`config.mk`:
```
export PLATFORM = sky130hd
export DESIGN_NAME = tick_task_dispatcher
export DESIGN_NICKNAME = d
export VERILOG_FILES = /design/src/rtl/ttd_pkg.sv /design/src/rtl/tick_task_dispatcher.sv
export SDC_FILE = /design/constraint.sdc
export NUM_CORES = 2
export LEC_CHECK = 0
export BUFFER_PORTS_ARGS = -buffer_cell sky130_fd_sc_hd__clkbuf_2
export CORE_MARGIN = 10
export CORE_UTILIZATION = 40
export DETAILED_ROUTE_END_ITERATION = 16
export GPL_TIMING_DRIVEN = 0
export MAX_ROUTING_LAYER = met4
export PLACE_DENSITY_LB_ADDON = 0.05
export SYNTH_ARGS = -nofsm -noshare
export SYNTH_HDL_FRONTEND = slang
export SYNTH_SLANG_ARGS = --single-unit
```
`constraint.sdc`:
```
create_clock -name clock -period 11.93 [get_ports clock]
set_input_delay 1.7895 -clock clock [delete_from_list [all_inputs] [get_ports clock]]
set_output_delay 1.7895 -clock clock [all_outputs]
set_load 0.03 [all_outputs]
```
`src/rtl/ttd_pkg.sv`:
```
`timescale 1ns / 1ps

package ttd_pkg;

   localparam logic [2:0] OP_TICK          = 3'd0;
   localparam logic [2:0] OP_SET_PERIODIC  = 3'd1;
   localparam logic [2:0] OP_SET_ONCE      = 3'd2;
   localparam logic [2:0] OP_DISABLE       = 3'd3;
   localparam logic [2:0] OP_REQUEST       = 3'd4;
   localparam logic [2:0] OP_CLEAR_TIMEOUT = 3'd5;
   localparam logic [2:0] OP_LOAD_FLAGS    = 3'd6;

   localparam logic [1:0] REASON_PERIODIC = 2'd0;
   localparam logic [1:0] REASON_ONCE     = 2'd1;
   localparam logic [1:0] REASON_TIMEOUT  = 2'd2;
   localparam logic [1:0] REASON_EVENT    = 2'd3;

   // bit positions inside the flag field
   localparam int FLAG_DISABLED     = 0;
   localparam int FLAG_RUN_ONCE     = 1;
   localparam int FLAG_PERIODIC_OFF = 2;
   localparam int FLAG_TIMEOUT_TYPE = 3;
   localparam int FLAG_REQUEST      = 4;

   localparam int RUN_TASK_W = 6;

   typedef struct packed {
      logic [4:0]  flags;
      logic [31:0] period;
      logic [31:0] count;
   } entry_type;

   localparam entry_type RESET_ENTRY = '{flags: 5'b00001, period: 32'd0, count: 32'd0};

endpackage

```
`src/rtl/tick_task_dispatcher.sv`:
```
`timescale 1ns / 1ps
// Channel  Direction  Signals
// req      in         req_valid/req_ready, opcode, task_index, elapsed/period ticks, load flags
// rsp      out        rsp_valid/rsp_ready, run_task, run_reason, last_dispatch
//
// A tick walks the task table, one entry per cycle while the result side does not
// stall, through the read / write-back path of the task memory. Other commands
// read the entry, then write it back.
// Reset clears per-entry valid bits at once; an unwritten entry reads as disabled.
// A stalled result holds the walk on the current entry until the output frees up.
module tick_task_dispatcher #(
   parameter int NUM_TASKS = 16
) (
   input  logic        clock,
   input  logic        reset,
   input  logic        req_valid,
   output logic        req_ready,
   input  logic [2:0]  req_opcode,
   input  logic [7:0]  req_task_index,
   input  logic [31:0] req_elapsed_ticks,
   input  logic [31:0] req_period_ticks,
   input  logic        req_load_periodic_off,
   input  logic        req_load_timeout_type,
   input  logic        req_load_run_once,
   input  logic        req_load_disabled,
   input  logic        req_load_request,
   output logic        rsp_valid,
   input  logic        rsp_ready,
   output logic [5:0]  rsp_run_task,
   output logic [1:0]  rsp_run_reason,
   output logic        rsp_last_dispatch
);
   import ttd_pkg::*;

   localparam int IDX_W = (NUM_TASKS > 1) ? $clog2(NUM_TASKS) : 1;

   localparam logic [1:0] S_IDLE  = 2'd0;
   localparam logic [1:0] S_EVAL  = 2'd1;
   localparam logic [1:0] S_CMD   = 2'd2;
   localparam logic [1:0] S_FLUSH = 2'd3;

   entry_type mem [NUM_TASKS];

   logic [NUM_TASKS-1:0] valid_ff;
   logic [1:0]        state_ff, state_in;
   logic [IDX_W-1:0]  eval_ff, eval_in;
   logic [IDX_W-1:0]  rd_addr;
   entry_type         rd_data_ff;
   logic              rd_valid_ff;
   logic              wr_en;
   entry_type         wr_data;

   logic [2:0]        cmd_op_ff;
   logic [IDX_W-1:0]  cmd_idx_ff;
   logic [31:0]       cmd_elapsed_ff;
   logic [31:0]       cmd_period_ff;
   logic [4:0]        cmd_load_ff;

   logic              pend_valid_ff, pend_valid_in;
   logic [IDX_W-1:0]  pend_task_ff, pend_task_in;
   logic [1:0]        pend_reason_ff, pend_reason_in;

   logic              rsp_valid_ff, rsp_valid_in;
   logic [IDX_W-1:0]  rsp_task_ff, rsp_task_in;
   logic [1:0]        rsp_reason_ff, rsp_reason_in;
   logic              rsp_last_ff, rsp_last_in;

   entry_type         cur;
   logic [31:0]       cnt_sum;
   logic              due;
   logic              dispatch;
   logic [1:0]        reason;
   logic              out_free;
   logic              advance;
   logic              eval_last;
   logic              accept;
   logic              in_range;
   logic              start_tick;
   logic              start_cmd;

   function automatic logic [IDX_W-1:0] wr_addr_of(input logic [IDX_W-1:0] scan_idx,
                                                   input logic [IDX_W-1:0] cmd_idx);
      wr_addr_of = (state_ff == S_EVAL) ? scan_idx : cmd_idx;
   endfunction

   assign req_ready         = (state_ff == S_IDLE);
   assign accept            = req_valid && req_ready;
   assign in_range          = req_task_index < 8'(NUM_TASKS);
   assign start_tick        = accept && (req_opcode == OP_TICK) && (req_elapsed_ticks != 32'd0);
   assign start_cmd         = accept && (req_opcode inside {[OP_SET_PERIODIC:OP_LOAD_FLAGS]})
                              && in_range;
   assign rsp_valid         = rsp_valid_ff;
   assign rsp_run_task      = RUN_TASK_W'(rsp_task_ff);
   assign rsp_run_reason    = rsp_reason_ff;
   assign rsp_last_dispatch = rsp_last_ff;

   assign out_free  = !rsp_valid_ff || rsp_ready;
   assign eval_last = (eval_ff == IDX_W'(NUM_TASKS - 1));

   // entry as read from the table, and its count after the tick adds its time
   assign cur     = rd_valid_ff ? rd_data_ff : RESET_ENTRY;
   assign cnt_sum = cur.count + cmd_elapsed_ff;
   assign due     = cnt_sum >= cur.period;

   always_comb begin
      dispatch = 1'b0;
      reason   = REASON_PERIODIC;
      if (!cur.flags[FLAG_DISABLED]) begin
         if (!cur.flags[FLAG_PERIODIC_OFF] && due) begin
            dispatch = 1'b1;
            reason   = REASON_PERIODIC;
         end else if (cur.flags[FLAG_RUN_ONCE] && due) begin
            dispatch = 1'b1;
            reason   = REASON_ONCE;
         end else if (cur.flags[FLAG_TIMEOUT_TYPE] && due) begin
            dispatch = 1'b1;
            reason   = REASON_TIMEOUT;
         end else if (cur.flags[FLAG_REQUEST]) begin
            dispatch = 1'b1;
            reason   = REASON_EVENT;
         end
      end
   end

   // hold the walk while a pending result cannot move to the output
   assign advance = !(dispatch && pend_valid_ff && !out_free);

   always_comb begin
      state_in       = state_ff;
      eval_in        = eval_ff;
      rd_addr        = eval_ff;
      wr_en          = 1'b0;
      wr_data        = cur;
      pend_valid_in  = pend_valid_ff;
      pend_task_in   = pend_task_ff;
      pend_reason_in = pend_reason_ff;
      rsp_valid_in   = rsp_valid_ff && !rsp_ready;
      rsp_task_in    = rsp_task_ff;
      rsp_reason_in  = rsp_reason_ff;
      rsp_last_in    = rsp_last_ff;

      case (state_ff)
         S_IDLE: begin
            rd_addr = req_task_index[IDX_W-1:0];
            eval_in = '0;
            if (start_tick) begin
               rd_addr  = '0;
               state_in = S_EVAL;
            end else if (start_cmd) begin
               state_in = S_CMD;
            end
         end
         S_EVAL: begin
            rd_addr = advance ? eval_ff + 1'b1 : eval_ff;
            if (advance) begin
               eval_in       = eval_ff + 1'b1;
               wr_en         = 1'b1;
               wr_data.count = cnt_sum;
               if (dispatch) begin
                  wr_data.count                = 32'd0;
                  wr_data.flags[FLAG_REQUEST]  = 1'b0;
                  if (cur.flags[FLAG_RUN_ONCE]) begin
                     wr_data.flags[FLAG_DISABLED] = 1'b1;
                  end
                  if (pend_valid_ff) begin
                     rsp_valid_in  = 1'b1;
                     rsp_task_in   = pend_task_ff;
                     rsp_reason_in = pend_reason_ff;
                     rsp_last_in   = 1'b0;
                  end
                  pend_valid_in  = 1'b1;
                  pend_task_in   = eval_ff;
                  pend_reason_in = reason;
               end
               if (eval_last) begin
                  state_in = S_FLUSH;
               end
            end
         end
         S_CMD: begin
            wr_en    = 1'b1;
            state_in = S_IDLE;
            case (cmd_op_ff)
               OP_SET_PERIODIC: begin
                  wr_data.flags[FLAG_RUN_ONCE] = 1'b0;
                  wr_data.flags[FLAG_DISABLED] = 1'b0;
                  wr_data.period               = cmd_period_ff;
                  wr_data.count                = 32'd0;
               end
               OP_SET_ONCE: begin
                  wr_data.flags[FLAG_RUN_ONCE] = 1'b1;
                  wr_data.flags[FLAG_DISABLED] = 1'b0;
                  wr_data.period               = cmd_period_ff;
                  wr_data.count                = 32'd0;
               end
               OP_DISABLE: begin
                  wr_data.flags[FLAG_DISABLED] = 1'b1;
               end
               OP_REQUEST: begin
                  wr_data.flags[FLAG_DISABLED] = 1'b0;
                  wr_data.flags[FLAG_REQUEST]  = 1'b1;
               end
               OP_CLEAR_TIMEOUT: begin
                  if (cur.flags[FLAG_TIMEOUT_TYPE]) begin
                     wr_data.flags[FLAG_DISABLED] = 1'b0;
                     wr_data.count                = 32'd0;
                  end
               end
               OP_LOAD_FLAGS: begin
                  wr_data.flags = cmd_load_ff;
               end
               default: begin
                  wr_en = 1'b0;
               end
            endcase
         end
         S_FLUSH: begin
            if (!pend_valid_ff) begin
               state_in = S_IDLE;
            end else if (out_free) begin
               rsp_valid_in  = 1'b1;
               rsp_task_in   = pend_task_ff;
               rsp_reason_in = pend_reason_ff;
               rsp_last_in   = 1'b1;
               pend_valid_in = 1'b0;
               state_in      = S_IDLE;
            end
         end
         default: begin
            state_in = S_IDLE;
         end
      endcase
   end

   always_ff @(posedge clock) begin
      if (wr_en) begin
         mem[wr_addr_of(eval_ff, cmd_idx_ff)] <= wr_data;
      end
      rd_data_ff <= mem[rd_addr];
   end

   always_ff @(posedge clock) begin
      if (accept) begin
         cmd_op_ff      <= req_opcode;
         cmd_idx_ff     <= req_task_index[IDX_W-1:0];
         cmd_elapsed_ff <= req_elapsed_ticks;
         cmd_period_ff  <= req_period_ticks;
         cmd_load_ff    <= {req_load_request, req_load_timeout_type, req_load_periodic_off,
                            req_load_run_once, req_load_disabled};
      end
      pend_task_ff   <= pend_task_in;
      pend_reason_ff <= pend_reason_in;
      rsp_task_ff    <= rsp_task_in;
      rsp_reason_ff  <= rsp_reason_in;
      rsp_last_ff    <= rsp_last_in;
      eval_ff        <= eval_in;
   end

   always_ff @(posedge clock) begin
      if (reset) begin
         state_ff      <= S_IDLE;
         valid_ff      <= '0;
         rd_valid_ff   <= 1'b0;
         pend_valid_ff <= 1'b0;
         rsp_valid_ff  <= 1'b0;
      end else begin
         state_ff      <= state_in;
         rd_valid_ff   <= valid_ff[rd_addr];
         pend_valid_ff <= pend_valid_in;
         rsp_valid_ff  <= rsp_valid_in;
         if (wr_en) begin
            valid_ff[wr_addr_of(eval_ff, cmd_idx_ff)] <= 1'b1;
         end
      end
   end

   a_idle_no_pending: assert property (@(posedge clock) disable iff (reset)
      (state_ff == S_IDLE) |-> !pend_valid_ff)
      else $error("pending dispatch left over in idle");

   a_scan_in_range: assert property (@(posedge clock) disable iff (reset)
      (state_ff == S_EVAL) |-> (eval_ff <= IDX_W'(NUM_TASKS - 1)))
      else $error("scan index past last task");

   a_scan_ends_in_flush: assert property (@(posedge clock) disable iff (reset)
      (state_ff == S_EVAL && eval_last && advance) |=> (state_ff == S_FLUSH))
      else $error("scan did not end in flush");

   a_stall_no_write: assert property (@(posedge clock) disable iff (reset)
      (state_ff == S_EVAL && dispatch && pend_valid_ff && rsp_valid_ff && !rsp_ready)
      |-> (!wr_en && (eval_in == eval_ff)))
      else $error("task entry written back during output stall");

endmodule

```
; ---- Yosys cells after proc, flatten, opt, wreduce, memory -nomap -nowiden
; Memories as Yosys holds them, arrays and structs flattened. A register that Yosys moved wholly into a read port is not among the register bits.
; Index checks and enable logic that the tools add are counted.
[classes]
n_addsub = 2
n_lt_le_gt_ge = 7
n_eq_ne = 18
n_mux = 79
n_bitwise = 2
reduce_logical = 32
[op_table]
columns = operator, n
row1 = 32-bit two-way mux, 5
row2 = 32-bit case mux with 2 select lines, 2
row3 = 69-bit two-way mux, 1
row4 = 32-bit adder, 1
row5 = 32-bit greater-or-equal comparator, 1
row6 = 1-bit two-way mux, 32
row7 = 4-bit two-way mux, 8
row8 = 32-bit nonzero test, 1
row9 = 2-bit two-way mux, 14
row10 = 4-bit case mux with 2 select lines, 3
row11 = 16-bit bitwise OR, 1
row12 = 1-bit case mux with 2 select lines, 7
row13 = 1-bit logical AND, 13
row14 = 2-bit != test (second input constant), 6
row15 = 4-bit by 5-bit less-than comparator with 1-bit output (second input constant), 2
row16 = 3-bit == test (second input constant), 3
row17 = 8-bit by 5-bit less-than comparator with 1-bit output (second input constant), 1
row18 = 2-bit case mux with 4 select lines, 1
row19 = 3-bit by 2-bit == test with 1-bit output (second input constant), 2
row20 = 3-bit AND reduction, 2
row21 = 6-bit AND reduction, 1
row22 = 3-bit OR reduction, 2
row23 = 6-bit OR reduction, 1
row24 = 4-bit by 1-bit adder with 4-bit output (second input constant), 1
row25 = other kinds (23), 29
[totals]
regBits = 114
ram_bits = 1104
in_bits = 84
out_inout_bits = 11
wordCells = 158
mem_count = 1
[mem_list]
columns = name, depth, width, read_ports, rd_ports_with_merged_regs, write_ports, line
row1 = mem, 16, 69, 1, 1, 1, tick_task_dispatcher.sv:42  ; entry_type mem [NUM_TASKS];

; ---- Longest topological paths before layout
[logic_depth]
depth_word = 14
ltp_mapped = 34
mapped_depth_nobuf = 24

; ---- Worst setup path after synthesis
; No wires, ideal clock.
[synth_path]
path_type = reg-to-reg
startpoint = register rd_valid_ff
endpoint = memory mem[4][0] (netlist name), enable pin
setup_time_ps = 497
arrival_ps = 8808
required_ps = 11433
slack_ps = 2625
path_stages_with_launch = 30
n_path_buf = 6
period_less_slack_ps = 9305
cell_sequence = dfxtp_1 -> buf_4 -> buf_4 -> clkbuf_1 -> clkbuf_1 -> clkbuf_1 -> and2_1 -> ha_1 -> ha_1 -> a31o_1 -> a222oi_1 -> o31a_1 -> o31a_1 -> o31a_1 -> o21ai_4 -> o211a_4 -> a21oi_2 -> or4_4 -> and2_1 -> ha_1 -> nand4_1 -> nor3_1 -> a221oi_2 -> nand3_1 -> o21a_1 -> buf_4 -> o22ai_1 -> and2_1 -> o21ai_0 -> nor2_1
[synth_between]
elab_chain_len = 14
word_cells_on_any_way = 18
cone_classes = 1 x add/sub / 1 x order compare / 10 x mux / 6 x reduce/logical
[synth_lines]
columns = element, line
row1 = start: declaration, tick_task_dispatcher.sv:49  ; logic rd_valid_ff;
row2 = start signal: assignment, tick_task_dispatcher.sv:268  ; rd_valid_ff <= valid_ff[rd_addr];
row3 = 69-bit two-way mux (*), tick_task_dispatcher.sv:101  ; assign cur = rd_valid_ff ? rd_data_ff : RESET_ENTRY;
row4 = 32-bit adder, tick_task_dispatcher.sv:102  ; assign cnt_sum = cur.count + cmd_elapsed_ff;
row5 = 32-bit greater-or-equal comparator, tick_task_dispatcher.sv:103  ; assign due = cnt_sum >= cur.period;
row6 = 1-bit logical AND, tick_task_dispatcher.sv:115  ; end else if (cur.flags[FLAG_TIMEOUT_TYPE] && due) begin
row7 = 1-bit two-way mux, tick_task_dispatcher.sv:115
row8 = 1-bit two-way mux, tick_task_dispatcher.sv:112  ; end else if (cur.flags[FLAG_RUN_ONCE] && due) begin
row9 = 1-bit two-way mux, tick_task_dispatcher.sv:109  ; if (!cur.flags[FLAG_PERIODIC_OFF] && due) begin
row10 = 1-bit two-way mux (*), tick_task_dispatcher.sv:108  ; if (!cur.flags[FLAG_DISABLED]) begin
row11 = 1-bit logical AND (*) (2 in a row), tick_task_dispatcher.sv:126  ; assign advance = !(dispatch && pend_valid_ff && !out_free);
row12 = 1-bit two-way mux (*), tick_task_dispatcher.sv:155  ; if (advance) begin
row13 = 1-bit case mux with 2 select lines (*), tick_task_dispatcher.sv:142  ; case (state_ff)
row14 = 1-bit two-way mux (*), tick_task_dispatcher.sv:236  ; if (wr_en) begin
row15 = 1-bit two-way mux (implied by the code) (*), tick_task_dispatcher.sv:237  ; mem[wr_addr_of(eval_ff, cmd_idx_ff)] <= wr_data;
row16 = end: declaration, tick_task_dispatcher.sv:42
; Every way passes the cells marked *; elsewhere a longest branch is shown, timed or not.

; ---- Worst setup path in the final report
[layout_path]
startpoint = register rd_valid_ff
endpoint = register rd_data_ff[68] (netlist name)
[layout_between]
elab_chain_len = 12
word_cells_on_any_way = 16
cone_classes = 1 x add/sub / 1 x order compare / 8 x mux / 6 x reduce/logical
[layout_lines]
columns = element, line
row1 = 69-bit two-way mux (*), tick_task_dispatcher.sv:101
row2 = 32-bit adder, tick_task_dispatcher.sv:102
row3 = 32-bit greater-or-equal comparator, tick_task_dispatcher.sv:103
row4 = 1-bit logical AND, tick_task_dispatcher.sv:115
row5 = 1-bit two-way mux, tick_task_dispatcher.sv:115
row6 = 1-bit two-way mux, tick_task_dispatcher.sv:112
row7 = 1-bit two-way mux, tick_task_dispatcher.sv:109
row8 = 1-bit two-way mux (*), tick_task_dispatcher.sv:108
row9 = 1-bit logical AND (*) (2 in a row), tick_task_dispatcher.sv:126
row10 = 4-bit two-way mux (*), --
row11 = 4-bit case mux with 2 select lines (*), tick_task_dispatcher.sv:142
; Marked as above.
; A chain may end at the register's enable or synchronous reset.

==> metrics.txt <==
Chip Width=between 300 and 400 um; Psw=around 0.0064 W; GRT Total Usage=0.2382; hold_sp=pend_reason_ff[1]$_SDFFCE_PP0P_; largest net degree at the start of global routing=55; CTS sink count=~1300; Synth area leader=edfxtp_1; Layout Skew=0.03153 ns; worst-skew pair later-pin latency=around 0.79 ns; post-layout min period=about 11 ns; switching share of power=0.4014; cells after synthesis=roughly 3800; DRC=0; CTS clk-pin slew, worst paths=approximately 0.060 ns; worst r2r src=rd_valid_ff$_SDFF_PP0_; drt wl/cell=approximately 29 um; first-pass GRT wire length=around 250000 um; RSZ-0062 raised after global routing=no; Post-Route WL=between 150000 and 200000 um; Final Hold Viols=0; HPWL after DPL=~120000 um; vias in the first global route=about 33000; core area=about 0.13 mm2; Placer Congestion=about 0.88; clock root cell=clkbuf_16; pre-CTS setup slack=0.6738 ns; Slowest Stage Delay on Critical Path=~0.91 ns; Fin Setup TNS=0 ns; via count=roughly 34000; share of the synthesized area in the top cell type=0.6932; postcts setup bufs=0; fmax=86.97 MHz; worst slew pin tran=roughly 1.4 ns; Starting Density=0.4015; CTS Buf Count=142; number of routed nets with antenna violations=0; die extent in y=between 300 and 400 um; Flop pwr share=0.349; Worst EP arrival=roughly 12 ns; Worst path slowest cell=clkbuf_1; total chip power=0.01592 W; status=complete, no violations; gr ovfl total=0; Seq cells post-synth=roughly 1300; maximum clock path buffer count=3; kind of critical path=flop to flop; Static Leakage=just over 20 nW; Mean Syn Cell Area=13.60 um2; number of distinct library cells after synthesis=74; max_cap viols=0; post-route insts no fill=about 6000; Post-DP Area=around 0.056 mm2; Layout area overhead=16.41%; num rows=132; main flop type after synthesis=edfxtp_1; synth top area cells=edfxtp_1 (69%), nand2_1 (6.9%), dfxtp_1 (3.5%), a21oi_1 (3.4%), a32o_1 (2.8%); Slew HR=0.05781; Mapped Area=slightly above 0.05 mm2; P_int=~0.0095 W; placed insts=between 5000 and 6000; asr flop ratio synth=0; Pre-antenna DRT Iters=5; logic gate share of total power=0.389; fillers=around 12000; H-tree depth=4; count of pins over their slew limit=0; Syn. warnings=0; CP Launch Point=rd_valid_ff$_SDFF_PP0_; Required @ worst endpoint=about 13 ns; pwr/cell area=around 260 mW/mm2; worst hold path type=flop to flop; post_cts resized=0; DIE AREA=approximately 0.14 mm2; Final WS setup=0.4316 ns; vias per cell=approximately 5.7; VDD IR-drop max=approximately 0.21 mV; NumNets Final=~4300; clock power share=0.262; Critical Path Sink Type=flop; I/O Buffers=between 90 and 100; final instance area=between 0.06 and 0.07 mm2; Setup-failing EPs final=0; Post-synth EDFFs=1197; CTS tree=built; final period utilization=0.9638; Setup crit start kind=flop; # IOs=95; register area share after synthesis=0.7280; critical path fanouts, max=10; initial antenna violation count=11; layout cells sized above 1=0.1145; DR iter-0 viols=3442; hold_buf cts=0
[kinds of logic after synthesis]
group,count (synthesis),synth area share
flops,1287,0.7280
simple gates,1164,0.09104
compound gates,973,0.1341
buf+inv,270,0.02177
fa+ha+maj,69,0.01660
xor+xnor,35,0.005912
mux,13,0.002558
other cells,1,0.00007232
[sequential cells by signal, summed over array words and instances (netlist names), 3 cells and up]
signal	count
mem	1104
cmd_idx_ff	4
valid_ff	16
cmd_period_ff	32
eval_ff	4
cmd_op_ff	3
cmd_load_ff	5
cmd_elapsed_ff	32
pend_task_ff	4
rd_data_ff	69
rsp_task_ff	4
[metrics by stage]
step / utilization / hold slack (ns)
finish: 0.4674 / 0.4189
global route: 0.4674 / 0.4240
CTS: 0.4672 / 0.4193
detailed placement: 0.4333 / 0.4054
global placement: 0.4219 / 0.4010
floorplan: - / 0.4003
[path summary, 6_finish.rpt]
kind,endpoint,cells past startpoint,slack (ns)
max,rd_data_ff[68]$_DFF_P_,30,0.43
min,rsp_run_reason[1]$_DFFE_PP_,0,0.42
max reg2reg,rd_data_ff[68]$_DFF_P_,30,0.43
min reg2reg,rsp_run_reason[1]$_DFFE_PP_,0,0.42
[cell type report]
class / instances / area (um2) / share of cell area
inverters: 21 / 78.83 / 0.001306
multi-input cells: 2256 / 13120 / 0.2173
diodes: 5 / 12.51 / 0.0002073
flip-flops and latches: 1287 / 37750 / 0.6253
repair buffers: 178 / 1800 / 0.02983
plain buffers: 249 / 1055 / 0.01747
well taps: 1742 / 2180 / 0.03611
clock inverters: 55 / 314.1 / 0.005203
clock buffers: 199 / 4059 / 0.06724
[layout by cell type, fill, tap and decap left out, types with 33 or more instances in the layout]
cell type / n
clkbuf_1: 177
a32o_1: 143
buf_2: 65
ha_1: 68
nand2_1: 956
o21ai_0: 39
buf_4: 40
buf_12: 39
a32oi_1: 140
clkbuf_2: 96
nor2_1: 53
o221ai_1: 71
edfxtp_1: 1197
and2_1: 33
a21oi_1: 353
dfxtp_1: 90
a22oi_1: 77
clkbuf_16: 151
o21ai_1: 36
[power groups by stage]
stage / Sequential (W) / Combinational, W / Clock [W]
2_1_floorplan: 0.00557 / 0.00351 / 0
3_3_place_gp: 0.00568 / 0.00610 / 0
3_5_place_dp: 0.00563 / 0.00620 / 0
4_1_cts: 0.00554 / 0.00622 / 0.00424
5_1_grt: 0.00556 / 0.00665 / 0.00442
6_report: 0.00555 / 0.00620 / 0.00417
[worst max-delay path: cells and delay by family (launching register included)]
family	cells	cell delay (ns)
AOI/OAI and AO/OA	14	3.85
DFF	1	0.32
and+or+nand+nor	5	1.68
adders and majority gates	3	0.75
buffers and inverters	8	4.64
[cell usage after synthesis, types with 6 or more instances]
cell type and instances:
a31oi_1 6, dfxtp_1 90, o21ai_0 75, buf_4 9, ha_1 68, nand2b_1 7, nand3_1 16, nand2_1 956
edfxtp_1 1197, inv_1 21, a32o_1 143, buf_1 32, o21a_1 9, nor2b_1 12, a22oi_1 77, a22o_1 26
a21o_1 15, nor3_1 7, xnor2_1 28, nand4_1 14, and3_1 12, a21oi_1 353, xor2_1 7, a32oi_1 140
nor4_1 12, mux2i_1 11, o221ai_1 71, and2_1 34, nor2_1 69, clkbuf_1 143, buf_2 65
[metal layers]
| metal | global-route usage | wire [um] | vias to the layer above |
|---|---|---|---|
| met5 | - | 0 | - |
| met3 | 0.03555 | 10020 | 252 |
| li1 | - | - | 15280 |
| met2 | 0.3598 | 78050 | 1246 |
| met1 | 0.3299 | 78000 | 17420 |
| met4 | 0.07778 | 5604 | 0 |
No activity file was read; power rests on OpenSTA's default activity.
